$ cat config.mk
export PLATFORM = sky130hd
export DESIGN_NAME = tile_layout_splitter_unit
export DESIGN_NICKNAME = d
export VERILOG_FILES = /design/src/rtl/tls_pkg.sv /design/src/rtl/tls_divider.sv /design/src/rtl/tile_layout_splitter_unit.sv
export SDC_FILE = /design/constraint.sdc
export NUM_CORES = 2
export LEC_CHECK = 0
export BUFFER_PORTS_ARGS = -buffer_cell sky130_fd_sc_hd__buf_2
export CAP_MARGIN = 20
export CORE_MARGIN = 3
export CORE_UTILIZATION = 53
export CTS_BUF_LIST = sky130_fd_sc_hd__clkbuf_4
export DETAILED_ROUTE_END_ITERATION = 8
export GPL_TIMING_DRIVEN = 0
export PLACE_DENSITY_LB_ADDON = 0.05
export SETUP_SLACK_MARGIN = 0.3
export SYNTH_ARGS = -nofsm -noshare
export SYNTH_HDL_FRONTEND = slang
export SYNTH_SLANG_ARGS = --single-unit
$ cat constraint.sdc
create_clock -name clk -period 8.7 [get_ports clk]
set_input_delay 0.87 -clock clk [delete_from_list [all_inputs] [get_ports clk]]
set_output_delay 0.87 -clock clk [all_outputs]
set_load 0.01 [all_outputs]
$ cat src/rtl/tls_pkg.sv
`default_nettype none
package tls_pkg;

	localparam int MAX_TILES = 64;
	localparam int CW = 7;      // tile count width
	localparam int SW = 14;     // span width
	localparam int PW = 17;     // position width
	localparam int IW = 6;      // tile index width

	localparam logic [1:0] MODE_ROWS = 2'd0;
	localparam logic [1:0] MODE_COLS = 2'd1;
	localparam logic [1:0] MODE_GRID = 2'd2;

	typedef struct packed {
		logic [13:0] area_x;
		logic [13:0] area_y;
		logic [13:0] area_width;
		logic [13:0] area_height;
		logic [6:0]  tile_count;
		logic [1:0]  layout_mode;
		logic [9:0]  gap_pixels;
	} tls_in_t;

	typedef struct packed {
		logic [5:0]  tile_index;
		logic [16:0] tile_x;
		logic [16:0] tile_y;
		logic [13:0] tile_width;
		logic [13:0] tile_height;
		logic        last_tile;
	} tls_out_t;

	// Divider request and reply between the sequencer and the shared unit.
	typedef struct packed {
		logic          start;
		logic [SW-1:0] dividend;
		logic [CW-1:0] divisor;
	} tls_div_req_t;

	typedef struct packed {
		logic          done;
		logic [SW-1:0] quot;
		logic [CW-1:0] rem;
	} tls_div_rsp_t;

endpackage
`default_nettype wire

$ cat src/rtl/tls_divider.sv
`default_nettype none
module tls_divider
	import tls_pkg::*;
(
	input  wire logic         clk,
	input  wire logic         arst_n,
	input  wire tls_div_req_t req,
	output tls_div_rsp_t      rsp
);

	// Restoring division, one quotient bit per cycle.
	logic [SW-1:0]   quot_q;
	logic [CW-1:0]   rem_q;
	logic [CW-1:0]   dvs_q;
	logic [3:0]      cnt_q;
	logic            busy_q;
	logic            done_q;
	logic [CW:0]     trial;
	logic [CW:0]     diff;

	assign trial = {rem_q, quot_q[SW-1]};
	assign diff  = trial - {1'b0, dvs_q};

	always_ff @(posedge clk or negedge arst_n) begin
		if (!arst_n) begin
			busy_q <= 1'b0;
			done_q <= 1'b0;
			cnt_q  <= '0;
		end else begin
			done_q <= 1'b0;
			if (req.start) begin
				busy_q <= 1'b1;
				cnt_q  <= 4'(SW - 1);
				quot_q <= req.dividend;
				rem_q  <= '0;
				dvs_q  <= req.divisor;
			end else if (busy_q) begin
				if (!diff[CW]) begin
					rem_q  <= diff[CW-1:0];
					quot_q <= {quot_q[SW-2:0], 1'b1};
				end else begin
					rem_q  <= trial[CW-1:0];
					quot_q <= {quot_q[SW-2:0], 1'b0};
				end
				if (cnt_q == '0) begin
					busy_q <= 1'b0;
					done_q <= 1'b1;
				end
				cnt_q <= cnt_q - 4'd1;
			end
		end
	end

	assign rsp.done = done_q;
	assign rsp.quot = quot_q;
	assign rsp.rem  = rem_q;

endmodule
`default_nettype wire

$ cat src/rtl/tile_layout_splitter_unit.sv
`default_nettype none
// Channel | Direction | Handshake           | Payload
// in      | input     | in_valid/in_ready   | tls_in_t  (one layout request)
// out     | output    | out_valid/out_ready | tls_out_t (one tile rectangle)
//
// Rows and columns requests start the 14-step shared divider on the accepting
// cycle, wait for its done flag, then emit the tiles in order, one per cycle
// while the output does not stall. Grid requests add the column search (at
// most 8 columns), then the row search (at most 8 rows) and a second divider
// run. The bit-serial divider sets most of the request time.
// Reset clears the sequencer and the output valid; no data is cleared.
// A stalled output holds the current tile and the sequencer waits.
// A tile count of zero is consumed while idle and gives no beat.
module tile_layout_splitter_unit
	import tls_pkg::*;
(
	input  wire logic    clk,
	input  wire logic    arst_n,
	input  wire logic    in_valid,
	output logic         in_ready,
	input  wire tls_in_t in_data,
	output logic         out_valid,
	input  wire logic    out_ready,
	output tls_out_t     out_data
);

	typedef enum logic [2:0] {
		ST_IDLE, ST_SEARCH, ST_DIV1, ST_PREP2, ST_DIV2, ST_EMIT
	} state_t;

	state_t        state_q;
	tls_in_t       req_q;
	logic [CW-1:0] n_q;
	logic [CW-1:0] cols_q;
	logic [CW-1:0] rows_q;
	logic [SW-1:0] base_q;     // row/col size, or grid cell width
	logic [CW-1:0] rem_q;
	logic [SW-1:0] ch_q;       // grid cell height
	logic [CW-1:0] k_q;
	logic [CW-1:0] c_q;
	logic [CW-1:0] r_q;
	logic [PW-1:0] px_q;
	logic [PW-1:0] py_q;
	logic          grid_q;
	logic          colm_q;

	tls_div_req_t  dreq;
	tls_div_rsp_t  drsp;

	tls_divider u_div (.clk(clk), .arst_n(arst_n), .req(dreq), .rsp(drsp));

	// Usable span: span - (cnt-1)*gap, floored at cnt. One narrow multiply.
	function automatic logic [SW-1:0] usable(input logic [SW-1:0] span,
			input logic [CW-1:0] cnt, input logic [9:0] gap);
		logic [17:0] g;
		logic [17:0] u;
		g = 18'(cnt - 7'd1) * 18'(gap);
		u = 18'(span) - g;
		if ($signed(u) < $signed(18'(cnt))) u = 18'(cnt);
		return u[SW-1:0];
	endfunction

	logic [13:0] sq;
	assign sq = 14'(cols_q) * 14'(cols_q);

	// Current tile geometry.
	logic [SW-1:0] sz;
	logic [17:0]   w_raw;
	logic [17:0]   h_raw;
	logic [SW-1:0] w_o;
	logic [SW-1:0] h_o;
	always_comb begin
		sz = base_q + ((k_q < rem_q) ? 14'd1 : 14'd0);
		if (grid_q) begin
			w_raw = (c_q == cols_q - 7'd1)
				? 18'(req_q.area_x) + 18'(req_q.area_width) - 18'(px_q) : 18'(base_q);
			h_raw = (r_q == rows_q - 7'd1)
				? 18'(req_q.area_y) + 18'(req_q.area_height) - 18'(py_q) : 18'(ch_q);
		end else if (colm_q) begin
			w_raw = 18'(sz);
			h_raw = 18'(req_q.area_height);
		end else begin
			w_raw = 18'(req_q.area_width);
			h_raw = 18'(sz);
		end
		w_o = ($signed(w_raw) < 18'sd1) ? 14'd1 : w_raw[SW-1:0];
		h_o = ($signed(h_raw) < 18'sd1) ? 14'd1 : h_raw[SW-1:0];
	end

	logic emit_go;
	assign emit_go = (state_q == ST_EMIT) && (!out_valid || out_ready);
	assign in_ready = (state_q == ST_IDLE);

	always_comb begin
		dreq = '0;
		if (state_q == ST_SEARCH && !(sq < 14'(n_q))) begin
			dreq.start    = 1'b1;
			dreq.dividend = usable(req_q.area_width, cols_q, req_q.gap_pixels);
			dreq.divisor  = cols_q;
		end else if (state_q == ST_IDLE && in_valid && in_data.tile_count != '0) begin
			dreq.start    = in_data.layout_mode != MODE_GRID;
			dreq.dividend = usable(
				(in_data.layout_mode == MODE_COLS) ? in_data.area_width : in_data.area_height,
				(in_data.tile_count > 7'(MAX_TILES)) ? 7'(MAX_TILES) : in_data.tile_count,
				in_data.gap_pixels);
			dreq.divisor  = (in_data.tile_count > 7'(MAX_TILES)) ? 7'(MAX_TILES)
				: in_data.tile_count;
		end else if (state_q == ST_PREP2) begin
			dreq.start    = 1'b1;
			dreq.dividend = usable(req_q.area_height, rows_q, req_q.gap_pixels);
			dreq.divisor  = rows_q;
		end
	end

	always_ff @(posedge clk or negedge arst_n) begin
		if (!arst_n) begin
			state_q   <= ST_IDLE;
			out_valid <= 1'b0;
		end else begin
			if (out_valid && out_ready && !emit_go) out_valid <= 1'b0;
			unique case (state_q)
				ST_IDLE: begin
					if (in_valid && in_data.tile_count != '0) begin
						req_q  <= in_data;
						n_q    <= (in_data.tile_count > 7'(MAX_TILES)) ? 7'(MAX_TILES)
							: in_data.tile_count;
						grid_q <= in_data.layout_mode == MODE_GRID;
						colm_q <= in_data.layout_mode == MODE_COLS;
						cols_q <= 7'd1;
						state_q <= (in_data.layout_mode == MODE_GRID) ? ST_SEARCH : ST_DIV1;
					end
				end
				ST_SEARCH: begin
					if (sq < 14'(n_q)) cols_q <= cols_q + 7'd1;
					else state_q <= ST_DIV1;
				end
				ST_DIV1: begin
					if (drsp.done) begin
						base_q <= drsp.quot;
						if (grid_q) begin
							rem_q   <= '0;
							state_q <= ST_PREP2;
						end else begin
							rem_q   <= drsp.rem;
							state_q <= ST_EMIT;
						end
						k_q  <= '0;
						c_q  <= '0;
						r_q  <= '0;
						px_q <= 17'(req_q.area_x);
						py_q <= 17'(req_q.area_y);
					end
					// rows = ceil(n/cols): found by walking multiples, bounded by 8
					rows_q <= 7'd1;
				end
				ST_PREP2: begin
					if (14'(rows_q) * 14'(cols_q) < 14'(n_q)) rows_q <= rows_q + 7'd1;
					else state_q <= ST_DIV2;
				end
				ST_DIV2: begin
					if (drsp.done) begin
						ch_q    <= drsp.quot;
						state_q <= ST_EMIT;
					end
				end
				ST_EMIT: begin
					if (emit_go) begin
						out_valid           <= 1'b1;
						out_data.tile_index <= k_q[IW-1:0];
						out_data.tile_x     <= grid_q ? px_q : (colm_q ? px_q
							: 17'(req_q.area_x));
						out_data.tile_y     <= grid_q ? py_q : (colm_q ? 17'(req_q.area_y)
							: py_q);
						out_data.tile_width  <= w_o;
						out_data.tile_height <= h_o;
						out_data.last_tile   <= (k_q == n_q - 7'd1);
						k_q <= k_q + 7'd1;
						if (grid_q) begin
							if (c_q == cols_q - 7'd1) begin
								c_q  <= '0;
								r_q  <= r_q + 7'd1;
								px_q <= 17'(req_q.area_x);
								py_q <= py_q + 17'(ch_q) + 17'(req_q.gap_pixels);
							end else begin
								c_q  <= c_q + 7'd1;
								px_q <= px_q + 17'(base_q) + 17'(req_q.gap_pixels);
							end
						end else if (colm_q) begin
							px_q <= px_q + 17'(sz) + 17'(req_q.gap_pixels);
						end else begin
							py_q <= py_q + 17'(sz) + 17'(req_q.gap_pixels);
						end
						if (k_q == n_q - 7'd1) state_q <= ST_IDLE;
					end
				end
				default: state_q <= ST_IDLE;
			endcase
		end
	end

	// A new request is only ever taken while the sequencer is idle.
	a_no_accept_busy: assert property (@(posedge clk) disable iff (!arst_n)
		(in_valid && in_ready) |-> state_q == ST_IDLE)
		else $error("accept outside idle");
	// The final tile returns the sequencer to idle.
	a_last_idle: assert property (@(posedge clk) disable iff (!arst_n)
		(emit_go && k_q == n_q - 7'd1) |=> state_q == ST_IDLE)
		else $error("last tile did not end request");
	// Tile index stays below the clamped count while emitting.
	a_k_range: assert property (@(posedge clk) disable iff (!arst_n)
		state_q == ST_EMIT |-> k_q < n_q)
		else $error("tile index overran count");

endmodule
`default_nettype wire

==> results.tsv <==
metric	value	unit
final instance area	36700	sq um
Yosys reg bits	286	
top-area cell type share of the netlist area	24.7	%
Filler Cell Count	5602	
Initial DRC Count	2329	
Max IR drop VDD	0.354	mV
clk root buf	clkbuf_4	
CTS Buffer Depth	3	
CTS tree	done	
Worst-path clk slew	80	ps
Crit Path Max Fanout	10	
H-tree Lvls	3	
number of global-route vias before repair	28300	
total track usage	33.2	%
PwrDens	388	nW/um^2
IO Port Bufs	149	
CP Capture Type	flip-flop	
sequential share of the synthesized area	25.5	%
CTS buffer count	87	
DRC	0	
Top-Level Pins	150	
Tot Pwr	14.3	mW
RSZ-0062 raised after global routing	true	
First-pass DRT Iterations	6	
gate count of the mapped netlist	3602	
clock period minus worst slack	8110	ps
FP Rows	91	
vias per cell	5.86	
Slew HR	17.2	%
drt wl/cell	23.1	um
Crit-path slowest cell	edfxtp_1	
layout cells sized above 1	10.4	%
status	completed	
Post-synth EDFFs	276	
most used flip-flop cell after synthesis	edfxtp_1	
Worst Tran Pin Value	1240	ps
Layout Utilization	59.0	%
critical path's largest stage delay	530	ps
Skew-Pair Late Insertion Delay	890	ps
hold crit path type	in -> async	
Worst EP required	9270	ps
Die X	257	um
dpl hpwl	88500	um
clk_skew	97.4	ps
antenna viol nets, final	0	
Max-Cap Viols	0	
Tcrit/Tclk final	93.2	%
total number of vias	27800	
die area	66300	sq um
CP Launch Type	flip-flop	
Yosys cell types	106	
ys async rst share	3.50	%
Critical Setup Path Class	reg -> reg	
Fin Setup TNS	0	ps
Syn Nets	4336	
fin. max-slew vios	0	
GR Overflow Total	0	
top cells by area, synth	edfxtp_1 (25%), fa_1 (17%), ha_1 (14%), inv_1 (6.6%), nor2_1 (4.0%)	
first-pass GRT wire length	167000	um
critical path arrival	8670	ps
placer congestion estimate	0.976	
Static Leak	16.7	nW
post-synth top area cell	edfxtp_1	
Ys Warns	0	
largest net degree at the start of global routing	64	
syn_area_per_cell	9.30	sq um
antenna violations before repair	5	
Final Hold Fails	0	
DIE HEIGHT	257	um
Initial Util	53.9	%
Final Non-Filler Cells	4753	
CTS sink count	286	
synthesized cell area	33500	sq um
Routed WL	110000	um
Fmax achieved	0.123	GHz
DP Area	35500	sq um
endpoints failing setup	0	
Post-Place Cells	4596	
area of the core	62200	sq um
Total Nets Final	4585	
Synth-to-Final Area Change	9.50	%
metrics by stage:
step,setup WS (ps),hold WS (ps)
after floorplan,1180,438
after global placement,-526,513
after detailed placement,-654,515
after CTS,332,4.20
after global routing,304,45.6
final,593,58.5
area by class of cell:
class / count / area (sq um) / area share (%)
Timing Repair Buffer: 160 / 915 / 2.49
Multi-Input combinational cell: 2605 / 22400 / 61.1
Sequential cell: 286 / 8540 / 23.3
Clock buffer: 121 / 908 / 2.48
Buffer: 116 / 477 / 1.30
Clock inverter: 30 / 143 / 0.389
Antenna cell: 3 / 7.51 / 0.0205
Inverter: 595 / 2230 / 6.09
Tap cell: 837 / 1050 / 2.85
sequential cells by signal, indices dropped and copies added, names as in the netlist, 3 cells and up:
| name | cells |
|---|---|
| r_q | 7 |
| u_div.rem_q | 7 |
| c_q | 7 |
| req_q | 66 |
| ch_q | 14 |
| state_q | 3 |
| n_q | 7 |
| k_q | 7 |
| u_div.dvs_q | 7 |
| u_div.cnt_q | 4 |
| py_q | 17 |
| rem_q | 7 |
| rows_q | 7 |
| out_data | 69 |
| px_q | 17 |
| base_q | 14 |
| cols_q | 7 |
| u_div.quot_q | 14 |
power breakdown:
group / total [mW] / switching, mW / internal, mW
clock: 1.30 / 0.661 / 0.643
sequential: 2.09 / 0.251 / 1.84
combinational: 10.9 / 6.64 / 4.22
total: 14.3 / 7.56 / 6.69
cell usage after synthesis (7+ instances only):
cell       count
a211o_1       13
inv_1        586
xnor3_1        8
o211ai_1      30
o2111ai_1      7
o22ai_1       22
a31o_2         9
a2111oi_0      7
clkbuf_1      86
buf_1         15
nor2b_1       57
ha_1         370
nor2_1       354
a311oi_1       8
buf_2         13
a211oi_1      44
a21oi_1      142
nand2b_1      51
and2_1        44
o21ai_0      130
nand3b_1       9
xor2_1        67
and3_1        27
a21boi_0      14
nor4_1        15
a21o_1        43
o31ai_1       14
xnor2_1      127
mux2_2        20
edfxtp_1     276
or3_1         13
nand2_1      289
a31oi_1       17
fa_1         285
nand4_1       18
o31a_1         7
nand3_1       53
or2_2         14
nor3_1        59
o21a_1        29
dfrtp_1       10
mux2i_1       56
clkinv_1       8
critical path: cells and delay by family, from the launching register on:
kind,cells,cell delay [ps]
adders and majority gates,8,3270
and+or+nand+nor,4,510
DFF,1,530
AOI/OAI and AO/OA,8,1800
xor gates and xnor gates,2,570
buffers and inverters,6,1120
per-layer routing:
| metal | GRT usage, % | up-vias | share of wire, % |
|---|---|---|---|
| met5 | 0 | - | 0 |
| met4 | 17.3 | 0 | 5.8 |
| met3 | 4.93 | 302 | 6.7 |
| met2 | 55.2 | 1072 | 47 |
| met1 | 42.2 | 13700 | 40 |
| li1 | - | 12800 | - |
placed cells by master (no fill, tap or decap), drive strengths merged, types with 43 or more instances in the layout:
cell    count
clkbuf    206
mux2i      57
a21oi     143
fa        285
nand2b     52
ha        370
nor2      354
nor2b      58
xnor2     128
xor2       67
nand3      54
edfxtp    276
buf       191
a211oi     45
nor3       61
inv       588
nand2     289
o21ai     135
and2       44
a21o       43
worst paths after layout:
path	startpoint	to	slack (ps)	cells after the start
max	rows_q[0]	u_div.quot_q[7]	590	28
min	arst_n	u_div.cnt_q[2]	60	1
max reg2reg	rows_q[0]	u_div.quot_q[7]	590	28
min reg2reg	u_div.cnt_q[3]	u_div.cnt_q[3]	530	2
max in group asynchronous	arst_n	state_q[0]	8230	1
min in group clk	in_data[72]	req_q[72]	160	1
logic make-up after synthesis:
| kind of cell | count (synthesis) | synth area share, % |
|---|---|---|
| mux | 78 | 2.46 |
| buf+inv | 711 | 8.03 |
| flops | 286 | 25.5 |
| xor+xnor | 204 | 5.73 |
| compound gates | 633 | 13.0 |
| fa+ha+maj | 656 | 30.9 |
| simple gates | 1034 | 14.4 |
timing repair:
item	CTS	global route
hold buffers	0	0
endpoints found under the setup margin	13	14
pin swaps	0	1
gates resized for setup	12	25
buffers inserted	0	3
No activity file was read; power rests on OpenSTA's default activity.
